<file path="config.mk">
export PLATFORM = sky130hd
export DESIGN_NAME = dv64_step
export DESIGN_NICKNAME = d
export VERILOG_FILES = /design/src/rtl/core/dv64_pkg.sv /design/src/rtl/core/dv64_step.sv
export SDC_FILE = /design/constraint.sdc
export NUM_CORES = 1
export LEC_CHECK = 0
export ABC_CLOCK_PERIOD_IN_PS = 5300
export BUFFER_PORTS_ARGS = -buffer_cell sky130_fd_sc_hd__buf_2
export CAP_MARGIN = 30
export CORE_AREA = 2 2 154 156
export CTS_BUF_LIST = sky130_fd_sc_hd__clkbuf_4 sky130_fd_sc_hd__clkbuf_8
export DETAILED_ROUTE_END_ITERATION = 8
export DIE_AREA = 0 0 156 158
export GPL_TIMING_DRIVEN = 1
export PLACE_DENSITY = 0.66
export SKIP_CTS_REPAIR_TIMING = 1
export SYNTH_ARGS = -nofsm -noshare
export SYNTH_HDL_FRONTEND = slang
export SYNTH_SLANG_ARGS = --single-unit
</file>
<file path="constraint.sdc">
create_clock -name i_clk -period 5.3 [get_ports i_clk]
set_input_delay 0.795 -clock i_clk [delete_from_list [all_inputs] [get_ports i_clk]]
set_output_delay 0.795 -clock i_clk [all_outputs]
set_load 0.005 [all_outputs]
</file>
<file path="src/rtl/core/dv64_pkg.sv">
`timescale 1ns / 1ps
// ----------------------------------------------------------------------------
// dv64_pkg
// Shared constants and types of the pipelined 64-bit restoring divider.
// ----------------------------------------------------------------------------
package dv64_pkg;

    // width of the operand and result ports
    localparam int unsigned FIELD_W            = 64;
    // default division width
    localparam int unsigned DATA_WIDTH_DEFAULT = 64;

    // sideband that travels with every transaction down the pipeline
    typedef struct packed {
        logic valid;
        logic neg_q;     // negate quotient at the end
        logic neg_r;     // negate remainder at the end
        logic div_zero;  // divisor was zero: force remainder to zero
    } t_dv64_ctrl;

endpackage

</file>
<file path="src/rtl/core/dv64_step.sv">
`timescale 1ns / 1ps
// ----------------------------------------------------------------------------
// dv64_step
// One restoring shift-and-subtract step, registered. The dividend word
// shifts left each step and collects quotient bits at its low end.
// ----------------------------------------------------------------------------
module dv64_step #(
    parameter int unsigned DATA_WIDTH = dv64_pkg::DATA_WIDTH_DEFAULT
) (
    input  logic                  i_clk,
    input  logic                  i_rst_n,
    input  dv64_pkg::t_dv64_ctrl  i_ctrl,
    input  logic [DATA_WIDTH-1:0] i_rem,
    input  logic [DATA_WIDTH-1:0] i_num,
    input  logic [DATA_WIDTH-1:0] i_den,
    output dv64_pkg::t_dv64_ctrl  o_ctrl,
    output logic [DATA_WIDTH-1:0] o_rem,
    output logic [DATA_WIDTH-1:0] o_num,
    output logic [DATA_WIDTH-1:0] o_den
);
    import dv64_pkg::*;

    logic [DATA_WIDTH:0]   shifted;
    logic [DATA_WIDTH:0]   diff;
    logic                  borrow;
    logic                  ge;
    logic [DATA_WIDTH-1:0] n_rem;
    logic [DATA_WIDTH-1:0] n_num;

    logic                  r_valid;
    logic                  r_neg_q;
    logic                  r_neg_r;
    logic                  r_div_zero;
    logic [DATA_WIDTH-1:0] r_rem;
    logic [DATA_WIDTH-1:0] r_num;
    logic [DATA_WIDTH-1:0] r_den;

    always_comb begin
        // bring in the next dividend bit, then trial subtract
        shifted        = {i_rem, i_num[DATA_WIDTH-1]};
        {borrow, diff} = {1'b0, shifted} - {2'b00, i_den};
        ge             = ~borrow;
        n_rem          = ge ? diff[DATA_WIDTH-1:0] : shifted[DATA_WIDTH-1:0];
        n_num          = {i_num[DATA_WIDTH-2:0], ge};
    end

    always_ff @(posedge i_clk) begin
        if (!i_rst_n) begin
            r_valid <= 1'b0;
        end else begin
            r_valid <= i_ctrl.valid;
        end
    end

    always_ff @(posedge i_clk) begin
        r_neg_q    <= i_ctrl.neg_q;
        r_neg_r    <= i_ctrl.neg_r;
        r_div_zero <= i_ctrl.div_zero;
        r_rem      <= n_rem;
        r_num      <= n_num;
        r_den      <= i_den;
    end

    assign o_ctrl = '{valid: r_valid, neg_q: r_neg_q, neg_r: r_neg_r,
                      div_zero: r_div_zero};
    assign o_rem  = r_rem;
    assign o_num  = r_num;
    assign o_den  = r_den;

endmodule

</file>
==> results.json <==
{
  "ys_seq_area_share_pct": 45.8,
  "synthToLayoutAreaGrowth_pct": 31.1,
  "finalSetupViolCount": 0,
  "netlist_area_um2": 8560,
  "drt-wirelength-per-cell_um": 16.0,
  "route.vias.total": 8040,
  "worstMarginPinSlew_ns": 0.610,
  "grt_pass1_vias": 7796,
  "ir_drop_mv": 0.208,
  "rsz0062_at_grt": "false",
  "drv_cap": 0,
  "avgSynthCellArea_um2": 9.07,
  "cts-root-buf": "clkbuf_8",
  "io_buffers": 393,
  "detail_route.first_pass.iterations": 5,
  "cts_tree": "built",
  "dp_hpwl_um": 21600,
  "synth-edff-count": 0,
  "core_um2": 23100,
  "synth_flop_cell": "dfxtp_1",
  "path_buf_inv": 3,
  "end_kind": "flip-flop",
  "fin_crit_ns": 3.83,
  "cpLargestDelayFamily": "compound AO/OA/AOI/OAI gates",
  "synth_cell_types": 60,
  "drive_gt1_share_pct": 33.6,
  "via_per_inst": 4.92,
  "antenna_found_initial": 4,
  "cp.required_ns": 5.67,
  "setup_tns_ns": 0,
  "ys_ff_latch": 196,
  "grt_first_pass_wirelength_um": 39000,
  "grt_max_degree": 59,
  "max_freq_mhz": 261,
  "clockBufferDepth": 2,
  "worstSetupStartpointType": "input port",
  "numCtsBuffers": 17,
  "ios": 394,
  "die-area_um2": 24600,
  "fin_util_pct": 48.7,
  "fillCellCount": 2302,
  "critPathArrivalTime_ns": 4.20,
  "fp-row-count": 56,
  "slowest_stage": "o41ai_1",
  "first_iter_violations": 501,
  "clk_pin_slew_ns": 0.12,
  "drt-total-wl_um": 26100,
  "cp_slowest_stage_delay_ns": 0.55,
  "path_max_fanout": 8,
  "maxSlewViolCount": 0,
  "p_per_area_nw_per_um2": 327,
  "track_usage_pct": 20.2,
  "initial_core_util_pct": 37.1,
  "nets": 1591,
  "synthTopCellsByArea": "dfxtp_1, ha_1, a21oi_1",
  "synth_top_area_share_pct": 45.8,
  "gp_congestion": 0.860,
  "path_class": "input port to flip-flop",
  "clock-sinks": 196,
  "hold_path.class": "input port to flip-flop",
  "ys.warnings.count": 0,
  "status": "finished clean",
  "maxSlewHeadroom_pct": 58.9,
  "synth.net_count": 1207,
  "yosysTopAreaCell": "dfxtp_1",
  "h-tree-depth": 4,
  "die_x_um": 156,
  "ant_nets": 0,
  "path_cells": "buf_2 -> inv_1 -> ha_1 -> nand4_1 -> nor4_1 -> inv_1 -> a211oi_1 -> o21ai_0 -> o41ai_1 -> nand3_1 -> o21ai_0 -> xor2_1 -> mux2_2",
  "route.detailed.drc": 0,
  "gr-total-overflow": 0,
  "die_h_um": 158,
  "p_leak_uw": 0.00568,
  "synthArstFlopShare_pct": 0,
  "hold_viol_final": 0,
  "period_share_pct": 72.3,
  "synth_cells": 944
}
-- synth_stat cells, drive strengths merged, types with 13 or more instances --
cell type and count:
xnor2 31, nor2 96, buf 19, o21bai 13
o21ai 31, nand2 71, dfxtp 196, xor2 26
a21oi 133, ha 64, inv 86, a21o 26
-- cells by family after synthesis --
group | count (synthesis) | share of synthesized area [%]
xor+xnor | 57 | 5.83
flops | 196 | 45.8
mux | 14 | 1.81
compound gates | 268 | 19.6
buf+inv | 117 | 5.70
simple gates | 227 | 11.6
fa+ha+maj | 65 | 9.59
-- power by group --
group	internal [uW]	leakage (uW)	switching (uW)	total (uW)
Combinational	406	0.00379	493	899
Clock	437	0.000232	666	1100
Sequential	1630	0.00165	37.8	1670
-- final timing paths --
check,from,to,depth (start not counted)
setup / recovery,i_den[23],o_rem[47],13
hold / removal,i_num[17],o_num[18],1
-- area by class of cell --
| class | count | area (um^2) | share of cell area, % |
|---|---|---|---|
| diodes | 2 | 5.00 | 0.0446 |
| clock buffers | 17 | 234 | 2.09 |
| clock inverters | 15 | 234 | 2.09 |
| inverters | 86 | 323 | 2.88 |
| multi-input cells | 631 | 4150 | 37.0 |
| flip-flops and latches | 196 | 3920 | 35.0 |
| well taps | 290 | 363 | 3.23 |
| repair buffers | 396 | 1990 | 17.7 |
-- per-layer routing --
layer / GRT usage, % / part of all wire, % / vias to the layer above / wire length, um
li1: - / - / 4021 / -
met1: 22.0 / 38 / 3644 / 9990
met2: 36.8 / 51 / 333 / 13200
met3: 6.68 / 8.9 / 38 / 2330
met4: 7.03 / 2.0 / 4 / 510
met5: 0 / 0.077 / - / 20
-- through the flow --
stage	instance area (um^2)	power (uW)	hold slack, ns	cells	setup slack [ns]
2_1_floorplan	8560	2220	0.823	944	1.88
3_3_place_gp	10700	2590	0.898	1599	1.01
3_5_place_dp	10700	2600	0.899	1599	1.02
4_1_cts	11200	3720	0.365	1631	1.55
5_1_grt	11200	3890	0.351	1631	1.23
6_report	11200	3670	0.405	1633	1.47
-- layout by cell type, fill, tap and decap left out, drive strengths merged, types with 3 or more instances in the layout --
cell type,synthesis,layout
dfxtp,196,196
xor2,26,26
a211oi,9,9
nand3,12,12
nand4,12,12
or3,4,4
buf,19,396
nor2,96,96
a31oi,11,11
ha,64,64
and2,4,4
mux2,12,12
o21bai,13,13
o21a,7,7
and3,6,6
nand2,71,71
a31o,4,4
a221oi,3,3
nor2b,5,5
o221ai,4,4
inv,86,97
clkbuf,12,17
nor3,4,4
a21oi,133,133
xnor2,31,31
clkinv,0,3
o211ai,7,7
o21ai,31,31
a21o,26,26
-- registers in the layout, summed over array words and instances, names as in the netlist --
signal	cells
o_den	64
o_num	64
o_rem	64
r_div_zero	1
r_neg_q	1
r_neg_r	1
r_valid	1
No activity file was read; power rests on OpenSTA's default activity.
