<file path="src/rtl/core/dv64_pkg.sv">
`timescale 1ns / 1ps
// ----------------------------------------------------------------------------
// dv64_pkg
// Shared constants and types of the pipelined 64-bit restoring divider.
// ----------------------------------------------------------------------------
package dv64_pkg;

    // width of the operand and result ports
    localparam int unsigned FIELD_W            = 64;
    // default division width
    localparam int unsigned DATA_WIDTH_DEFAULT = 64;

    // sideband that travels with every transaction down the pipeline
    typedef struct packed {
        logic valid;
        logic neg_q;     // negate quotient at the end
        logic neg_r;     // negate remainder at the end
        logic div_zero;  // divisor was zero: force remainder to zero
    } t_dv64_ctrl;

endpackage

</file>
<file path="src/rtl/core/dv64_pre.sv">
`timescale 1ns / 1ps
// ----------------------------------------------------------------------------
// dv64_pre
// Entry stage: masks operands to the division width, takes magnitudes in
// signed mode and records sign and divide-by-zero flags.
// ----------------------------------------------------------------------------
module dv64_pre #(
    parameter int unsigned DATA_WIDTH = dv64_pkg::DATA_WIDTH_DEFAULT
) (
    input  logic                           i_clk,
    input  logic                           i_rst_n,
    input  logic                           i_valid,
    input  logic                           i_op,
    input  logic [dv64_pkg::FIELD_W-1:0]   i_dividend,
    input  logic [dv64_pkg::FIELD_W-1:0]   i_divisor,
    output dv64_pkg::t_dv64_ctrl           o_ctrl,
    output logic [DATA_WIDTH-1:0]          o_num,
    output logic [DATA_WIDTH-1:0]          o_den
);
    import dv64_pkg::*;

    logic [DATA_WIDTH-1:0] a;
    logic [DATA_WIDTH-1:0] b;
    logic                  na;
    logic                  nb;
    logic [DATA_WIDTH-1:0] a_mag;
    logic [DATA_WIDTH-1:0] b_mag;

    logic                  r_valid;
    logic                  r_neg_q;
    logic                  r_neg_r;
    logic                  r_div_zero;
    logic [DATA_WIDTH-1:0] r_num;
    logic [DATA_WIDTH-1:0] r_den;

    always_comb begin
        a     = i_dividend[DATA_WIDTH-1:0];
        b     = i_divisor[DATA_WIDTH-1:0];
        na    = i_op & a[DATA_WIDTH-1];
        nb    = i_op & b[DATA_WIDTH-1];
        a_mag = na ? ({DATA_WIDTH{1'b0}} - a) : a;
        b_mag = nb ? ({DATA_WIDTH{1'b0}} - b) : b;
    end

    always_ff @(posedge i_clk) begin
        if (!i_rst_n) begin
            r_valid <= 1'b0;
        end else begin
            r_valid <= i_valid;
        end
    end

    always_ff @(posedge i_clk) begin
        r_neg_q    <= na ^ nb;
        r_neg_r    <= na;
        r_div_zero <= (b == {DATA_WIDTH{1'b0}});
        r_num      <= a_mag;
        r_den      <= b_mag;
    end

    assign o_ctrl = '{valid: r_valid, neg_q: r_neg_q, neg_r: r_neg_r,
                      div_zero: r_div_zero};
    assign o_num  = r_num;
    assign o_den  = r_den;

endmodule

</file>
<file path="config.mk">
export PLATFORM = sky130hd
export DESIGN_NAME = dv64_pre
export DESIGN_NICKNAME = d
export VERILOG_FILES = /design/src/rtl/core/dv64_pkg.sv /design/src/rtl/core/dv64_pre.sv
export SDC_FILE = /design/constraint.sdc
export NUM_CORES = 1
export LEC_CHECK = 0
export ABC_AREA = 1
export BUFFER_PORTS_ARGS = -buffer_cell sky130_fd_sc_hd__buf_4
export CELL_PAD_IN_SITES_DETAIL_PLACEMENT = 0
export CELL_PAD_IN_SITES_GLOBAL_PLACEMENT = 1
export CORE_ASPECT_RATIO = 0.9
export CORE_UTILIZATION = 31
export DETAILED_ROUTE_END_ITERATION = 12
export PLACE_DENSITY = 0.78
export SLEW_MARGIN = 20
export SYNTH_ARGS = -nofsm -noshare
export SYNTH_HDL_FRONTEND = slang
export SYNTH_SLANG_ARGS = --single-unit
</file>
<file path="constraint.sdc">
create_clock -name i_clk -period 1.48 [get_ports i_clk]
set_clock_uncertainty 0.15 [all_clocks]
set_input_delay 0.148 -clock i_clk [delete_from_list [all_inputs] [get_ports i_clk]]
set_output_delay 0.148 -clock i_clk [all_outputs]
set_load 0.02 [all_outputs]
</file>
==> results of run 1 <==
-- cell families after synthesis --
logic type | count (synthesis) | share of synthesized area (%)
AND/OR/NAND/NOR | 727 | 44.03
XOR/XNOR | 69 | 8.308
buffers and inverters | 112 | 6.467
adder cells (fa/ha/maj) | 2 | 0.3439
AO/OA/AOI/OAI | 47 | 4.524
flip-flops | 132 | 36.33
-- power breakdown --
part	total (mW)	internal, mW	switching [mW]
clock	4.15	2.22	1.93
sequential	4.09	3.94	0.148
combinational	3.23	1.58	1.66
total	11.5	7.74	3.73
-- stage by stage --
step / hold slack, ps / setup TNS [ps] / power (mW) / setup WS [ps]
final: -168.1 / 0 / 11.47 / 30.12
after global routing: -152.6 / -206.3 / 11.94 / -92.11
after CTS: -179.0 / 0 / 11.50 / 9.479
after detailed placement: 113.1 / -14290 / 7.083 / -270.8
after global placement: 113.0 / -11860 / 7.079 / -267.9
after floorplan: 25.72 / -1.614 / 5.425 / -1.614
-- path summary, 6_finish.rpt --
check	start	endpoint	cells after the start
setup / recovery	i_divisor[61]	r_div_zero$_DFF_P_	7
hold / removal	i_divisor[49]	o_den[49]$_DFF_P_	3
-- area by class of cell --
type	instances	area [µm²]
clock buffers	17	425.4
clock inverters	15	142.6
fillers	2196	9584
inverters	94	352.8
multi-input cells	845	4224
flip-flops and latches	132	2643
well taps	297	371.6
repair buffers	619	5029
-- critical path, delay by kind of cell --
family | cells | cell delay (ps)
simple gates | 4 | 700
buf+inv | 3 | 790
-- flip-flops by register name, indices dropped and copies added (netlist names) --
register    count
o_den          64
o_num          64
r_div_zero      1
r_neg_q         1
r_neg_r         1
r_valid         1
-- synth_stat cells, types with 8 or more instances --
cell,count
dfxtp_1,132
nand2_2,12
a21oi_1,8
xnor2_1,29
nand3b_1,8
xor2_1,40
nor2_1,207
o21ai_0,16
nand4_1,31
nand2_1,348
inv_1,87
nand3_1,82
nor2_4,8
nor2_2,12
-- cells in the final DEF, fill, tap and decap left out, drive strengths merged, types with 3 or more instances in the layout --
master,n
nand4,31
buf,491
clkbuf,17
a21oi,10
dfxtp,132
xnor2,29
nand3,88
clkinvlp,3
nand2,363
xor2,40
inv,102
nand3b,9
nor2,229
dlygate4sd3,128
clkinv,4
o21ai,34
-- metal layers --
layer | share of wire, % | up-vias | track usage (%)
li1 | - | 4676 | -
met1 | 44 | 4149 | 32.86
met2 | 47 | 321 | 42.86
met3 | 6.6 | 42 | 4.630
met4 | 2.4 | 0 | 8.426
met5 | 0 | - | 0
-- timing repair --
action	in CTS	in global routing
endpoints found under the hold margin	126	9
buffers inserted	0	1
hold buffers	128	2
endpoints found under the setup margin	0	9
resized for setup	0	26
==> flow_metrics.py, run 1 <==
metrics = {
    "logic_synthesis": {
        "synth_top_cell_area_share_pct": 36.33,
        "ys_ff_latch": 132,
        "avgSynthCellArea_um2": 6.680,
        "synth.net_count": 1223,
        "async_flop_share_pct": 0,
        "synth_area_leader_cell": "dfxtp_1",
        "synth-seq-area-share_pct": 36.33,
        "synthesis.area_um2": 7274,
        "synth_edf_count": 0,
        "synthCells": 1089,
        "synth_cell_type_count": 39,
        "yosysWarningCount": 0,
        "synth_area_leaders": "dfxtp_1 (36%), nand2_1 (18%), nor2_1 (11%)",
        "ys.flop_type": "dfxtp_1",
    },
    "die": {
        "start_util_pct": 31.95,
        "die_area_um2": 24080,
        "die_h_um": 147.3,
        "fp-row-count": 52,
        "core-area_um2": 22770,
        "die_w_um": 163.5,
        "ios": 264,
    },
    "cells_and_area": {
        "fin_area_um2": 13190,
        "synthToLayoutAreaGrowth_pct": 81.29,
        "layout-drive-gt1-share_pct": 35.08,
        "final_core_util_pct": 57.91,
        "instances_no_fill": 2019,
        "n_antenna_cell": 0,
        "fin_nets": 1843,
    },
    "placement": {
        "port_buffers": 263,
        "dp_cells": 1858,
        "place_area_um2": 11260,
        "place_hpwl_mm": 24.32,
        "routabilityCongestion": 1.001,
    },
    "sta": {
        "setup_viol": 0,
        "fin_crit_ps": 1450,
        "hold_viol_final": 9,
        "rsz0062_at_grt": "yes",
        "relSlewSlack_pct": 77.22,
        "slew_viol_final": 0,
        "tightest_slew_ps": 338.1,
        "max_freq_ghz": 0.6897,
        "period_share_pct": 97.96,
        "whs_ps": -168.1,
    },
    "setup_path": {
        "crit_chain": "dlygate4sd3_1 > buf_6 > nor2_4 > buf_4 > nand2_1 > or3_1 > nor3_2",
        "end_kind": "flop",
        "cp-start-kind": "input port",
        "required_ps": 1680,
        "crit_type": "in -> reg",
        "critPathMaxFanout": 3,
        "arrival_ps": 1650,
        "max_stage_delay_ps": 540,
        "crit_path_top_delay_cell": "dlygate4sd3_1",
    },
    "route": {
        "drtPass1Iterations": 5,
        "via_per_inst": 4.551,
        "routed_wl_mm": 30.76,
        "drc": 0,
        "drt_iter0_drc": 646,
        "antenna_left": 0,
        "vias": 9188,
        "routedWlPerCell_um": 15.24,
    },
    "clock_tree": {
        "cts.htree.levels": 4,
        "cts_root_buf": "clkbuf_16",
        "clk_pin_slew_worst_paths_ps": 70,
        "cts_tree": "yes",
        "clk_path_buf_depth": 2,
        "numCtsBuffers": 17,
        "clock-sinks": 132,
    },
    "grt": {
        "grt_pass1_vias": 9062,
        "antenna_found_initial": 0,
        "grt_overflow_total": 0,
        "grtUsageTotal_pct": 25.57,
        "grt_pass1_wl_mm": 47.19,
        "grt_max_degree": 37,
    },
    "hold_path": {
        "worst_hold_path_type": "in -> reg",
    },
    "power": {
        "p_leak_nw": 6.507,
        "power_density_nw_per_um2": 869.6,
        "ir_worst_vdd_mv": 0.5558,
    },
    "run_status": {
        "status": "finished with violations",
        "violations": "negative hold slack",
    },
    "run": {
        "drv_cap": 0,
    },
}
Power figures use the tool's default switching activity.
==> inputs of run 2 (changes only) <==
--- a/config.mk
+++ b/config.mk
@@ -10,9 +10,11 @@
 export CELL_PAD_IN_SITES_DETAIL_PLACEMENT = 0
 export CELL_PAD_IN_SITES_GLOBAL_PLACEMENT = 1
 export CORE_ASPECT_RATIO = 0.9
-export CORE_UTILIZATION = 31
+export CORE_UTILIZATION = 32
+export CTS_BUF_LIST = sky130_fd_sc_hd__clkbuf_8
 export DETAILED_ROUTE_END_ITERATION = 12
-export PLACE_DENSITY = 0.78
+export MAX_ROUTING_LAYER = met4
+export PLACE_DENSITY = 0.8
 export SLEW_MARGIN = 20
 export SYNTH_ARGS = -nofsm -noshare
 export SYNTH_HDL_FRONTEND = slang
==> flow_metrics.py, run 2 (same netlist as run 1, synthesis figures left out) <==
metrics = {
    "die": {
        "start_util_pct": 33.14,
        "core-area_um2": 21950,
        "ios": 264,
        "fp-row-count": 51,
        "die_w_um": 160.9,
        "die_area_um2": 23340,
        "die_h_um": 145.0,
    },
    "power": {
        "p_leak_nw": 6.478,
        "ir_worst_vdd_mv": 0.5395,
        "power_density_nw_per_um2": 812.8,
    },
    "setup_path": {
        "required_ps": 1680,
        "cp-startpoint": "i_dividend[6]",
        "crit_buf_inv": 4,
        "critPathTopFamily": "buffers and inverters",
        "end_kind": "flop",
        "cp-start-kind": "input port",
        "max_stage_delay_ps": 570,
        "crit_path_top_delay_cell": "dlygate4sd3_1",
        "crit_chain": "buf_4 > dlygate4sd3_1 > buf_4 > xor2_1 > dlygate4sd3_1",
        "critPathMaxFanout": 3,
        "arrival_ps": 1680,
        "crit_type": "in -> reg",
    },
    "grt": {
        "grt_overflow_total": 0,
        "grt_pass1_wl_mm": 48.39,
        "antenna_found_initial": 1,
        "grt_pass1_vias": 9259,
        "grt_max_degree": 28,
        "grtUsageTotal_pct": 27.70,
    },
    "sta": {
        "slew_viol_final": 0,
        "relSlewSlack_pct": 75.80,
        "setup_viol": 0,
        "fin_crit_ps": 1479,
        "max_freq_ghz": 0.6760,
        "period_share_pct": 99.96,
        "fin_tns_setup_ps": 0,
        "whs_ps": -196.6,
        "tightest_slew_ps": 361.6,
        "hold_viol_final": 9,
    },
    "cells_and_area": {
        "seq_area_um2": 2643,
        "mostFrequentLayoutCells": "buf_4 (484), nand2_1 (346), nor2_1 (196)",
        "final_common_cell": "buf_4",
        "fin_nets": 1849,
        "synthToLayoutAreaGrowth_pct": 80.67,
        "multi_input_area_um2": 4269,
        "n_fill_cell": 2114,
        "layout-drive-gt1-share_pct": 35.13,
    },
    "placement": {
        "place_hpwl_mm": 24.45,
        "port_buffers": 263,
        "routabilityCongestion": 0.9236,
    },
    "route": {
        "routedWlPerCell_um": 15.39,
        "via_per_inst": 4.569,
        "drc": 0,
        "drt_iter0_drc": 404,
        "vias": 9229,
        "routed_wl_mm": 31.09,
        "drtPass1Iterations": 7,
        "antenna_left": 0,
    },
    "clock_tree": {
        "cts_tree": "yes",
        "clock-sinks": 132,
        "clk_pin_slew_worst_paths_ps": 90,
        "numCtsBuffers": 17,
        "clk_path_buf_depth": 2,
        "cts_root_buf": "clkbuf_8",
        "cts.htree.levels": 4,
        "cts_setup_buffers": 0,
    },
    "run": {
        "drv_cap": 0,
    },
    "hold_path": {
        "worst_hold_path_type": "in -> reg",
        "min-delay-start": "i_divisor[43]",
    },
    "run_status": {
        "violations": "negative hold slack",
        "status": "finished with violations",
    },
}
## run 2: final cells by class
class | count | share of cell area, %
clock inverters | 15 | 1.371
flip-flops and latches | 132 | 20.11
repair buffers | 625 | 38.79
well taps | 291 | 2.770
diodes | 1 | 0.01904
multi-input cells | 845 | 32.48
inverters | 94 | 2.685
clock buffers | 17 | 1.780
## run 2: layer usage
layer,track usage (%),up-vias,share of wire (%)
li1,-,4667,-
met1,34.31,4163,44
met3,4.688,52,5.9
met2,44.61,347,47
met4,11.04,0,3.5
met5,-,-,0
## run 2: stage by stage
stage / util, % / total power [mW] / std cells / setup slack (ps) / cell area [µm²]
after floorplan: - / 5.425 / 1089 / -1.614 / 7274
after global placement: 51.31 / 7.080 / 1852 / -275.3 / 11260
after detailed placement: 51.31 / 7.092 / 1852 / -304.1 / 11260
after CTS: 59.30 / 10.75 / 2018 / 3.299 / 13020
after global routing: 59.87 / 11.19 / 2020 / -4.385 / 13140
final: 59.87 / 10.68 / 2020 / 0.6469 / 13140
## run 2: path summary, 6_finish.rpt
kind                       endpoint  slack (ps)  cells past startpoint
hold / removal    o_den[43]$_DFF_P_        -200                      3
setup / recovery   o_num[6]$_DFF_P_         0.6                      5
## run 2: what timing repair did
item                                   in CTS  in global routing
setup endpoints to repair                   0                 15
gates resized for setup                     0                 33
endpoints found under the hold margin     132                 13
hold buffers                              134                  6
## run 2: report_power, final
part	internal (mW)	switching, mW	leakage [nW]
sequential	3.94	0.150	1.11
clock	1.68	1.65	0.208
combinational	1.60	1.67	5.16
total	7.22	3.46	6.48
