[config.mk]
export PLATFORM = sky130hd
export DESIGN_NAME = dv64_post
export DESIGN_NICKNAME = d
export VERILOG_FILES = /design/src/rtl/core/dv64_pkg.sv /design/src/rtl/core/dv64_post.sv
export SDC_FILE = /design/constraint.sdc
export NUM_CORES = 1
export LEC_CHECK = 0
export ABC_AREA = 1
export BUFFER_PORTS_ARGS = -buffer_cell sky130_fd_sc_hd__buf_2
export CAP_MARGIN = 20
export CORE_UTILIZATION = 46
export DETAILED_ROUTE_END_ITERATION = 8
export PLACE_DENSITY = 0.8
export SYNTH_ARGS = -nofsm -noshare
export SYNTH_HDL_FRONTEND = slang
export SYNTH_SLANG_ARGS = --single-unit
[constraint.sdc]
create_clock -name i_clk -period 1.3 [get_ports i_clk]
set_input_delay 0.065 -clock i_clk [delete_from_list [all_inputs] [get_ports i_clk]]
set_output_delay 0.065 -clock i_clk [all_outputs]
set_load 0.1 [all_outputs]
[src/rtl/core/dv64_pkg.sv]
`timescale 1ns / 1ps
// ----------------------------------------------------------------------------
// dv64_pkg
// Shared constants and types of the pipelined 64-bit restoring divider.
// ----------------------------------------------------------------------------
package dv64_pkg;

    // width of the operand and result ports
    localparam int unsigned FIELD_W            = 64;
    // default division width
    localparam int unsigned DATA_WIDTH_DEFAULT = 64;

    // sideband that travels with every transaction down the pipeline
    typedef struct packed {
        logic valid;
        logic neg_q;     // negate quotient at the end
        logic neg_r;     // negate remainder at the end
        logic div_zero;  // divisor was zero: force remainder to zero
    } t_dv64_ctrl;

endpackage

[src/rtl/core/dv64_post.sv]
`timescale 1ns / 1ps
// ----------------------------------------------------------------------------
// dv64_post
// Exit stage: applies the sign of quotient and remainder, clears the
// remainder on divide by zero and drives the registered result.
// ----------------------------------------------------------------------------
module dv64_post #(
    parameter int unsigned DATA_WIDTH = dv64_pkg::DATA_WIDTH_DEFAULT
) (
    input  logic                         i_clk,
    input  logic                         i_rst_n,
    input  dv64_pkg::t_dv64_ctrl         i_ctrl,
    input  logic [DATA_WIDTH-1:0]        i_rem,
    input  logic [DATA_WIDTH-1:0]        i_quo,
    output logic                         o_strobe,
    output logic [dv64_pkg::FIELD_W-1:0] o_quotient,
    output logic [dv64_pkg::FIELD_W-1:0] o_remainder
);
    import dv64_pkg::*;

    logic [DATA_WIDTH-1:0] rem_raw;
    logic [DATA_WIDTH-1:0] n_quo;
    logic [DATA_WIDTH-1:0] n_rem;

    logic                  r_strobe;
    logic [DATA_WIDTH-1:0] r_quo;
    logic [DATA_WIDTH-1:0] r_rem;

    always_comb begin
        rem_raw = i_ctrl.div_zero ? {DATA_WIDTH{1'b0}} : i_rem;
        n_quo   = i_ctrl.neg_q ? ({DATA_WIDTH{1'b0}} - i_quo) : i_quo;
        n_rem   = i_ctrl.neg_r ? ({DATA_WIDTH{1'b0}} - rem_raw) : rem_raw;
    end

    always_ff @(posedge i_clk) begin
        if (!i_rst_n) begin
            r_strobe <= 1'b0;
        end else begin
            r_strobe <= i_ctrl.valid;
        end
    end

    always_ff @(posedge i_clk) begin
        r_quo <= n_quo;
        r_rem <= n_rem;
    end

    // upper bits beyond the division width read as zero
    assign o_strobe    = r_strobe;
    assign o_quotient  = FIELD_W'(r_quo);
    assign o_remainder = FIELD_W'(r_rem);

endmodule

==> results of run 1 <==
-- metal layers --
layer  up-vias  wire length, um  track usage [%]
met5         -               11                0
met4         2             1990             24.0
met3       170             3050             7.41
met2       682            15200             62.6
met1      4610            12200             42.3
li1       4944                -                -
-- through the flow --
| step | worst slack (ns) | total power [mW] | setup TNS, ns | hold slack, ns | util [%] |
|---|---|---|---|---|---|
| finish | -0.114 | 15.3 | -0.138 | -0.0857 | 75.4 |
| global route | -0.298 | 15.8 | -0.815 | -0.0953 | 75.4 |
| CTS | 0.000793 | 15.2 | 0 | -0.153 | 73.9 |
| detailed placement | -0.439 | 10.1 | -24.52 | 0.190 | 66.5 |
| global placement | -0.395 | 10.0 | -21.48 | 0.195 | 66.5 |
| floorplan | 0.0107 | 8.54 | 0 | 0.0927 | - |
-- cells in the mapped netlist, types with 7 or more instances --
library cell,count,area [um2]
nand3_1,99,495
nand3b_1,29,218
nand2_2,9,56.3
buf_2,8,40.0
dfxtp_1,129,2580
nor2_1,194,728
clkbuf_1,7,26.3
nand4_1,14,87.6
o21ai_1,18,90.1
o21ai_0,54,270
xnor2_1,12,105
xor2_1,55,482
a21oi_1,7,35.0
inv_1,92,345
nand2_1,471,1770
-- layout by cell type, fill, tap and decap left out, types with 29 or more instances in the layout --
cell,n
buf_2,248
buf_4,209
dfxtp_1,129
dlygate4sd3_1,54
inv_1,85
nand2_1,461
nand3_1,92
nand3b_1,29
nor2_1,173
o21ai_0,49
xor2_1,54
-- how the worst min path moves through the flow --
stage | cells after the start | endpoint
2_1_floorplan | 0 | o_quotient[0]
3_3_place_gp | 1 | o_quotient[0]
3_5_place_dp | 1 | o_quotient[0]
4_1_cts | 3 | o_quotient[32]
5_1_grt | 3 | o_quotient[37]
6_report | 3 | o_quotient[50]
-- critical path: stages --
cell and delay [ns]:
buf_2 0.10, inv_1 0.09, ha_2 0.20, nand3_2 0.11, nor2_4 0.14, nor2_1 0.09
nor2_2 0.20, buf_4 0.16, o21ai_2 0.08, xor2_1 0.45
-- cell families after synthesis --
group                    Yosys count  share of synthesized area [%]
AND/OR/NAND/NOR                  828                           45.1
flip-flops                       129                           33.8
buffers and inverters            122                           6.52
AO/OA/AOI/OAI                     91                           6.57
XOR/XNOR                          67                           7.69
adder cells (fa/ha/maj)            2                          0.328
-- flip-flops by register name (all words and copies together) (netlist names) --
signal       cells
o_quotient      64
o_remainder     64
o_strobe         1
-- what timing repair did --
action / 4_1_cts / 5_1_grt
hold buffers: 56 / 4
endpoints found under the hold margin: 57 / 5
endpoints found under the setup margin: 6 / 51
gates resized for setup: 6 / 68
setup buffers: 0 / 6
pin swaps: 0 / 19
-- cell type report --
class | count | share of cell area (%)
timing repair buffer | 526 | 29.3
multi-input combinational | 988 | 39.1
inverter | 97 | 3.01
clock inverter | 14 | 1.40
clock buffer | 18 | 3.63
sequential | 129 | 21.3
tap | 216 | 2.23
-- power breakdown --
part,internal [mW],switching (mW),total (mW),leakage (nW)
Clock,2.95,2.04,4.99,0.297
Combinational,1.38,4.48,5.86,4.98
Sequential,4.35,0.128,4.48,1.09
Total,8.68,6.65,15.3,6.36
==> out/qor.txt, run 1 <==
CP endpoint = o_quotient[18]
Non-Filler Instances = 1988
Fin crit share = 109%
Die Area = 17100 um2
Maxcap violations = 0
Placed cell area = 10700 um2
LEAKAGE = 6.36 nW
Initial antenna violation count = 1
Routed WL per cell = 16.4 um
Seq. cell area = 2580 um2
Hpwl dp = 23800 um
Synth Cell Area = 7630 um2
Antenna diode count = 0
Starting Density = 47.5%
Maximum vdd drop = 0.944 mV
RSZ-0062 raised after global routing = true
Slew Viols, Final = 0
Final wirelength = 32500 um
CORE AREA = 16100 um2
Layout area overhead = 58.5%
CTS tree = yes
Design area = 12100 um2
CTS H-tree lvls = 4
Global-route wire length before repair = 47800 um
Slew @ Worst Pin = 0.537 ns
Number of synthesized register bits = 129
Setup ws final = -0.114 ns
Start point of the worst min-delay path = i_quo[50]
Post-synthesis average cell area = 6.16 um2
Hold WS = -0.0857 ns
Ys async rst share = 0%
Final Setup Violations = 2
Fmax achieved = 707 MHz
Worst-path maximum fanout = 4
Worst hold-check path type = in2reg
Relative slew slack = 64.4%
Placer congestion estimate = 1.01
Worst setup path start = i_quo[1]
PwrDens = 1270 nW/um2
Status = complete, but fails checks
Startpoint types = input port
Fin crit period = 1.41 ns
Critical Path Sink Type = flop
Post-Syn Instances = 1239
# DRC = 0
WP data arrival = 1.68 ns
Ratio of cells with drive above 1 in the final layout = 32.7%
Pre-antenna DRT Iters = 5
Critical path required time = 1.57 ns
Final Hold Violating Endpoints = 2
Root Driver = clkbuf_16
PortBufs = 262
Vias/cell = 5.24
I/O pin cnt = 263
Vert. Die Dim = 131 um
Vias in the first global route = 9535
Post-synth EDFFs = 0
CTS Buf Count = 17
Total grt overflow = 0
CTS Sinks = 129
Placed insts = 1896
Post-synthesis sequential area ratio = 33.8%
Via count = 10408
Critical path class = in2reg
Failing checks = negative hold slack, negative setup slack
Antenna Violating Nets Remaining = 0
Filler Cell Count = 1235
Die X = 131 um
Syn_nets = 1375
Nets = 1895
Yosys warning count = 0
Iteration-0 DRC Markers = 977
Unique masters post-synth = 30
Num rows = 46
Clk slew on worst S/H paths = 0.06 ns
Area of the multi-input gates = 4730 um2
Ys flop type = dfxtp_1
Largest net degree at the start of global routing = 48
Gr usage total = 36.9%
Clock tree buffer depth = 2
(Power assumes the default switching activity.)
==> inputs of run 2 (changes only) <==
Settings changed: ABC_AREA 1 to not set, CORE_UTILIZATION 46 to 44, HOLD_SLACK_MARGIN set to 0.08.
==> run 2 against run 1 <==
The flow now stops in 5_1_grt; synthesized cell count decreased by 41%; area after synthesis decreased by 17%.
==> out/qor.txt, run 2 <==
Pre-CTS setup slack = -1.49 ns (-1.05 ns)
Fail Step = 5_1_grt
Synth area leader = dfxtp_1
Hpwl dp = 19400 um (-18%)
Clock tree buffer depth = 2 (unchanged)
Count leader, synth = dfxtp_1
CTS Buf Count = 17 (unchanged)
Num rows = 43 (-6.5%)
Post-synth EDFFs = 0 (unchanged)
Largest family of logic cells by synthesized area = simple AND/OR/NAND/NOR gates
Unique masters post-synth = 51 (+70%)
Post-Syn Instances = 737 (-41%)
Die X = 122 um (-6.9%)
CTS Sinks = 129 (unchanged)
Status = aborted with a tool error
Total grt overflow = 1324
Root Driver = clkbuf_16
Area contributors post-synth = dfxtp_1 41%, xnor2_1 10%, o21ai_0 4.5%
Post-synthesis average cell area = 8.56 um2 (+39%)
PortBufs = 262 (unchanged)
I/O pin cnt = 263 (unchanged)
Vert. Die Dim = 122 um (-6.9%)
Ys async rst share = 0% (unchanged)
Share of Yosys cell area claimed by the top area cell type = 40.9% (+7.1 points)
Ys flop type = dfxtp_1
Syn_nets = 873 (-37%)
Worst-path endpoint after global-route repair_timing = o_quotient[61]$_DFF_P_/D
Worst ep type = register input
Post-synthesis compound-gate area fraction = 16.4% (+9.8 points)
Synth top cells by count = 129 x dfxtp_1, 76 x nor2_1, 74 x xnor2_1
Post-Synth Adder-Cell Area = 0.397% (+0.069 points)
Post-synthesis mux area share = 0.179% (+0.18 points)
Largest net degree at the start of global routing = 65
Tool error = [ERROR GRT-0232] Routing congestion too high. Check the congestion heatmap in the GUI.
Synth Cell Area = 6310 um2 (-17%)
Placer congestion estimate = 0.946 (-6.1%)
Xor and xnor area share after synthesis = 14.6% (+6.9 points)
Simple-Gate Fraction of Synth Area = 24.6% (-20 points)
Gr usage total = 99.5%
CTS H-tree lvls = 4 (unchanged)
Yosys warning count = 0 (unchanged)
Post-synthesis sequential area ratio = 40.9% (+7.1 points)
Number of synthesized register bits = 129 (unchanged)
Starting Density = 45.3% (-2.3 points)
==> run 2: changes by cell type after synthesis, sizes merged, moves of 24 or more <==
cell / change
or4: +25
o31ai: +31
inv: -85
xor2: -24
xnor2: +62
nor2: -126
clkbuf: +25
nand2: -422
nand3b: -26
nor4: +29
nand3: -82
==> run 2: per-layer routing <==
metal  GRT overflow  global-route usage, %
met2           1031                    135
met5              2                   24.0
met3              9                   70.7
met4            270                    117
met1             12                   87.7
==> run 2: cells by family after synthesis <==
group | Yosys count
AOI/OAI and AO/OA | 157
xor gates and xnor gates | 105
adders and majority gates | 2
buffers and inverters | 47
DFF | 129
muxes | 1
and+or+nand+nor | 296
==> run 2: timing repair <==
| item | CTS |
|---|---|
| setup endpoints to repair | 85 |
| pin swaps | 77 |
| cloned | 0 |
| endpoints found under the hold margin | 106 |
| hold buffers | 111 |
| resized for setup | 143 |
| setup buffers | 18 |
==> run 2: stage by stage <==
step	cells	cell area (um2)	utilization [%]	setup TNS (ns)
after floorplan	737	7060	-	-45.74
after global placement	1400	10300	73.6	-72.54
after detailed placement	1400	10300	73.6	-75.57
after CTS	1561	12900	92.4	-34.35
==> inputs of run 3 (changes only) <==
Settings changed: CORE_UTILIZATION 44 to 40, HOLD_SLACK_MARGIN 0.08 to not set, PLACE_DENSITY 0.8 to not set, PLACE_DENSITY_LB_ADDON set to 0.15.
Clock period 1.3 ns to 1.7 ns, I/O delays scaled along.
==> run 3 against run 2 <==
The flow now finishes, with violations (negative setup slack); area after synthesis stayed put; synthesized cell count stayed put.
==> out/qor.txt, run 3 <==
Fin crit period = 2.49 ns
LEAKAGE = 5.22 nW
Total grt overflow = 0
Hpwl dp = 17200 um (-11%)
Vert. Die Dim = 128 um (+4.8%)
I/O pin cnt = 263 (unchanged)
Critical path required time = 2.04 ns
Switching share of total power = 41.4%
Post-synthesis average cell area = 8.56 um2 (unchanged)
Clock tree buffer depth = 2 (unchanged)
Worst-path maximum fanout = 5
Power Internal = 6.78 mW
Clk slew on worst S/H paths = 0.06 ns
WP data arrival = 2.83 ns
Antenna Violating Nets Remaining = 0
Ys async rst share = 0% (unchanged)
Post-synth EDFFs = 0 (unchanged)
Largest net degree at the start of global routing = 65
Synth top cells by count = 129 x dfxtp_1, 76 x nor2_1, 74 x xnor2_1
PortBufs = 262 (unchanged)
Startpoint types = input port
Most frequent cells in the layout = 257 x buf_2, 213 x buf_4, 129 x dfxtp_1, 72 x nor2_1, 70 x xnor2_1
Critical path class = in2reg
Ys flop type = dfxtp_1
Die X = 128 um (+4.8%)
CP endpoint = o_quotient[63]
Vias/cell = 5.43
Via count = 8142
CTS Buf Count = 17 (unchanged)
Worst setup path start = i_quo[21]
Syn_nets = 873 (unchanged)
Failing checks = negative setup slack
Routed WL per cell = 18.5 um
Area contributors post-synth = dfxtp_1 41%, xnor2_1 10%, o21ai_0 4.5%
Comb power frac = 37.2%
Share of Yosys cell area claimed by the top area cell type = 40.9% (unchanged)
Unique masters post-synth = 51 (unchanged)
Post-Syn Instances = 737 (unchanged)
Nets = 1410
Ratio of cells with drive above 1 in the final layout = 49.1%
Iteration-0 DRC Markers = 673
CORE AREA = 15300 um2
Post-synthesis sequential area ratio = 40.9% (unchanged)
Layout area overhead = 84.8%
Synth area leader = dfxtp_1
Non-Filler Instances = 1499
Fin crit share = 147%
Clock power frac = 33.1%
Die Area = 16300 um2
Pre-antenna DRT Iters = 5
Sequential Power Share = 29.7%
Relative slew slack = 59.4%
Setup ws final = -0.792 ns
Tot Pwr = 11.6 mW
RSZ-0062 raised after global routing = true
Number of synthesized register bits = 129 (unchanged)
Synth Cell Area = 6310 um2 (unchanged)
Num rows = 45 (+4.7%)
CTS Sinks = 129 (unchanged)
Count leader, synth = dfxtp_1
CTS tree = yes
Maximum vdd drop = 0.714 mV
Initial antenna violation count = 1
CTS H-tree lvls = 4 (unchanged)
Starting Density = 41.2% (-4.1 points)
Root Driver = clkbuf_16
Worst hold-check path type = in2reg
Final Hold Violating Endpoints = 0
Critical Path Sink Type = flop
Fmax achieved = 401 MHz
Final wirelength = 27800 um
Commonest non-fill, non-tap cell in the layout = buf_2
Slew @ Worst Pin = 0.605 ns
Yosys warning count = 0 (unchanged)
Global-route wire length before repair = 39300 um
Final Setup Violations = 50
# DRC = 0
Placed insts = 1389 (-0.79%)
Gr usage total = 31.0%
Status = complete, but fails checks
Slew Viols, Final = 0
Placer congestion estimate = 0.875 (-7.5%)
Vias in the first global route = 7723
PwrDens = 991 nW/um2
Maxcap violations = 0
Switching Power = 4.78 mW
[run 3: kinds of logic (layout without fill, tap and decap cells)]
family | Yosys count | in the layout | share of synthesized area [%]
AOI/OAI and AO/OA | 157 | 157 | 16.4
xor gates and xnor gates | 105 | 105 | 14.6
adders and majority gates | 2 | 2 | 0.397
buffers and inverters | 47 | 597 | 2.92
DFF | 129 | 129 | 40.9
muxes | 1 | 1 | 0.178
other | 0 | 1 | 0
and+or+nand+nor | 296 | 296 | 24.6
[run 3: worst min-delay path by stage]
stage,startpoint,to,slack (ns),depth (start not counted)
after floorplan,i_quo[0],o_quotient[0],0.11,0
after global placement,i_ctrl[3],o_strobe,0.28,2
after detailed placement,i_quo[63],o_quotient[63],0.29,2
after CTS,i_quo[6],o_quotient[6],0.0004,3
after global routing,i_quo[6],o_quotient[6],0.01,3
final,i_rem[29],o_remainder[29],0.02,3
[run 3: timing repair]
item,CTS,global route
hold buffers,66,0
endpoints found under the hold margin,65,0
endpoints found under the setup margin,46,57
pin swaps,29,42
setup buffers,4,9
gates resized for setup,59,52
[run 3: through the flow]
stage	setup slack (ns)	hold slack, ns	util [%]	setup TNS (ns)	instance area, um2
3_5_place_dp	-1.08	0.291	63.3	-41.27	9690
4_1_cts	-0.656	0.000402	73.9	-7.83	11300
3_3_place_gp	-1.04	0.283	63.3	-39.51	9690
6_report	-0.792	0.0168	76.1	-11.68	11700
2_1_floorplan	-0.979	0.113	-	-15.99	6720
5_1_grt	-0.813	0.0113	76.1	-13.81	11700
[run 3: power groups by stage]
stage	sequential (mW)	combinational, mW	clock (mW)
after floorplan	5.78	0.639	0
after global placement	3.48	3.97	0
after detailed placement	3.48	3.99	0
after CTS	3.42	4.17	3.83
after global routing	3.45	4.44	4.00
final	3.43	4.30	3.82
[run 3: layout make-up]
class	instances	area, um2
clock buffers	20	457
fillers	1052	3650
inverters	10	40.0
diodes	1	2.50
well taps	211	264
repair buffers	555	3780
flip-flops and latches	129	2580
clock inverters	12	155
multi-input cells	561	4380
[run 3: per-layer routing]
| metal | GRT usage [%] | wire length (um) |
|---|---|---|
| met5 | 0 | 0 |
| met4 | 13.2 | 1100 |
| met3 | 6.11 | 2040 |
| met2 | 56.2 | 14100 |
| met1 | 35.4 | 10500 |
[run 3: worst max-delay path, stage by stage]
cell and delay, ns:
buf_2 0.11, or4_4 0.52, or4b_4 0.55, or4_4 0.53, or4_4 0.62, o31ai_2 0.25, xnor2_1 0.17
==> inputs of run 4 (changes only) <==
Settings changed: CELL_PAD_IN_SITES_DETAIL_PLACEMENT set to 2, CELL_PAD_IN_SITES_GLOBAL_PLACEMENT set to 2, CORE_UTILIZATION 40 to 27.
==> run 4 against run 3 <==
The flow still finishes with violations (negative setup slack); fmax decreased by 2.2%; sequential share of layout area decreased by 0.83 points; first-iteration DRC count decreased by 32%; clock power increased by 3%; hold slack got worse by 0.016 ns; global-route usage increased by 2.8 points; utilization decreased by 23 points; combinational power increased by 8.1%; setup slack got worse by 0.057 ns; largest power group unchanged.
==> out/qor.txt, run 4 (synthesis gave the netlist of run 3 again) <==
Status = complete, but fails checks
Failing checks = negative setup slack
Final wirelength = 48300 um (+74%)
Vias in the first global route = 9651 (+25%)
CTS tree = yes
Root Driver = clkbuf_16
PortBufs = 262 (unchanged)
Iteration-0 DRC Markers = 456 (-32%)
Fmax achieved = 392 MHz (-2.2%)
Critical path required time = 2.05 ns (about the same)
Num rows = 55 (+22%)
Power Internal = 6.61 mW (-2.4%)
CTS Buf Count = 17 (unchanged)
Comb power frac = 38.6% (+1.4 points)
Worst hold-check path type = in2reg
Slew Viols, Final = 0 (unchanged)
Critical Path Max Stage Delay = 0.59 ns (-0.03 ns)
Maximum vdd drop = 0.613 mV (-14%)
Fin crit share = 150% (+3.3 points)
Most frequent cells in the layout = 253 x buf_2, 238 x buf_4, 129 x dfxtp_1, 70 x nor2_1, 64 x xnor2_1
CTS H-tree lvls = 4 (unchanged)
Antenna Violating Nets Remaining = 0 (unchanged)
Starting Density = 27.7% (-13 points)
Non-Filler Instances = 1628 (+8.6%)
Relative slew slack = 57.1% (-2.2 points)
Slew @ Worst Pin = 0.638 ns (+0.0333 ns)
Layout area overhead = 92.1%
# DRC = 0 (unchanged)
CTS Sinks = 129 (unchanged)
Filler Cell Count = 2383 (+130%)
Critical Path Sink Type = flop
Fin crit period = 2.55 ns (+0.0569 ns)
WP data arrival = 2.90 ns (+0.07 ns)
LEAKAGE = 5.40 nW (+3.3%)
Worst-path maximum fanout = 5 (unchanged)
Placed insts = 1512 (+8.9%)
Final Hold Violating Endpoints = 0 (unchanged)
Via count = 8951 (+9.9%)
I/O pin cnt = 263 (unchanged)
Switching share of total power = 45.2% (+3.8 points)
Placer congestion estimate = 0.835 (-4.6%)
Slowest cell on crit path = or4_4
CORE AREA = 22800 um2 (+49%)
Fin Setup TNS = -21.96 ns (-10.28 ns)
Pre-antenna DRT Iters = 4 (-1)
Clk slew on worst S/H paths = 0.07 ns (about the same)
Vert. Die Dim = 155 um (+21%)
Maxcap violations = 0 (unchanged)
Vias/cell = 5.50 (+1.2%)
Most frequent CP cell = or4_4
Die X = 155 um (+21%)
Commonest non-fill, non-tap cell in the layout = buf_2
Clock power frac = 32.7% (-0.4 points)
Clock tree buffer depth = 2 (unchanged)
Cell breakdown of the critical path = buf_6 -> or4_4 -> or4b_4 -> or4_4 -> or4_4 -> o31ai_4 -> xnor2_1
Sequential Power Share = 28.8% (-0.9 points)
Hpwl dp = 24500 um (+43%)
Total grt overflow = 0 (unchanged)
Gr usage total = 33.9% (+2.8 points)
Ratio of cells with drive above 1 in the final layout = 51.9% (+2.8 points)
Routed WL per cell = 29.7 um (+60%)
Tot Pwr = 12.1 mW (+4.4%)
Initial antenna violation count = 5 (+4)
Final Setup Violations = 74 (+48%)
PwrDens = 996 nW/um2 (+0.42%)
Startpoint types = input port
Switching Power = 5.45 mW (+14%)
Critical path class = in2reg
Largest net degree at the start of global routing = 65 (unchanged)
Nets = 1434 (+1.7%)
RSZ-0062 raised after global routing = true
Global-route wire length before repair = 60800 um (+55%)
Setup ws final = -0.849 ns (-0.0569 ns)
Die Area = 24000 um2 (+47%)
-- run 4: changes by cell type in the layout (fill, tap and decap cells not counted), sizes merged, moves of 2 or more --
cell and delta:
buf +32, dlygate4sd3 -8, clkbuf -2, clkinvlp +2, inv +2, diode +3
-- run 4: layout make-up --
| cell class | instances | area (um2) | area share, % |
|---|---|---|---|
| multi-input combinational | 561 | 4480 | 36.9 |
| clock inverter | 14 | 155 | 1.28 |
| tap | 313 | 392 | 3.23 |
| antenna | 4 | 10.0 | 0.0826 |
| timing repair buffer | 579 | 4030 | 33.3 |
| clock buffer | 18 | 429 | 3.54 |
| sequential | 129 | 2580 | 21.3 |
| inverter | 10 | 40.0 | 0.330 |
-- run 4: metrics by stage --
step,util (%),instance area (um2),hold slack [ns],setup slack (ns)
2_1_floorplan,-,6720,0.113,-0.979
6_report,53.2,12100,0.00110,-0.849
3_5_place_dp,44.0,10000,0.289,-1.18
5_1_grt,53.2,12100,0.00978,-0.854
4_1_cts,51.3,11700,0.000710,-0.713
3_3_place_gp,44.0,10000,0.289,-1.08
-- run 4: critical path, delay by kind of cell --
family                 cells  cell delay (ns)
XOR/XNOR                   1             0.17
AND/OR/NAND/NOR            4             2.26
buffers and inverters      1             0.09
AO/OA/AOI/OAI              1             0.28
-- run 4: power by group through the flow --
stage	logic (mW)	registers, mW	clock network, mW
floorplan	0.639	5.78	0
global placement	4.07	3.48	0
detailed placement	4.14	3.49	0
CTS	4.34	3.43	3.83
global route	4.74	3.49	4.07
finish	4.65	3.47	3.94
-- run 4: per-layer routing --
| metal | GRT usage [%] | vias up | share of wire (%) |
|---|---|---|---|
| met5 | 0 | - | 0.025 |
| met4 | 14.3 | 2 | 6.2 |
| met3 | 5.13 | 191 | 5.4 |
| met2 | 64.5 | 446 | 52 |
| met1 | 37.1 | 4512 | 36 |
| li1 | - | 3800 | - |
-- run 4: final timing paths --
| kind | cells after the start | slack (ns) | end | from |
|---|---|---|---|---|
| max | 7 | -0.85 | o_quotient[61] | i_quo[15] |
| min | 3 | 0.001 | o_quotient[33] | i_quo[33] |
-- run 4: repair_timing --
action,in CTS,in global routing
setup endpoints to repair,49,69
pin swaps,38,54
buffers inserted,7,18
resized for setup,88,55
hold endpoints to repair,57,0
hold buffers,58,0
cloned,0,0
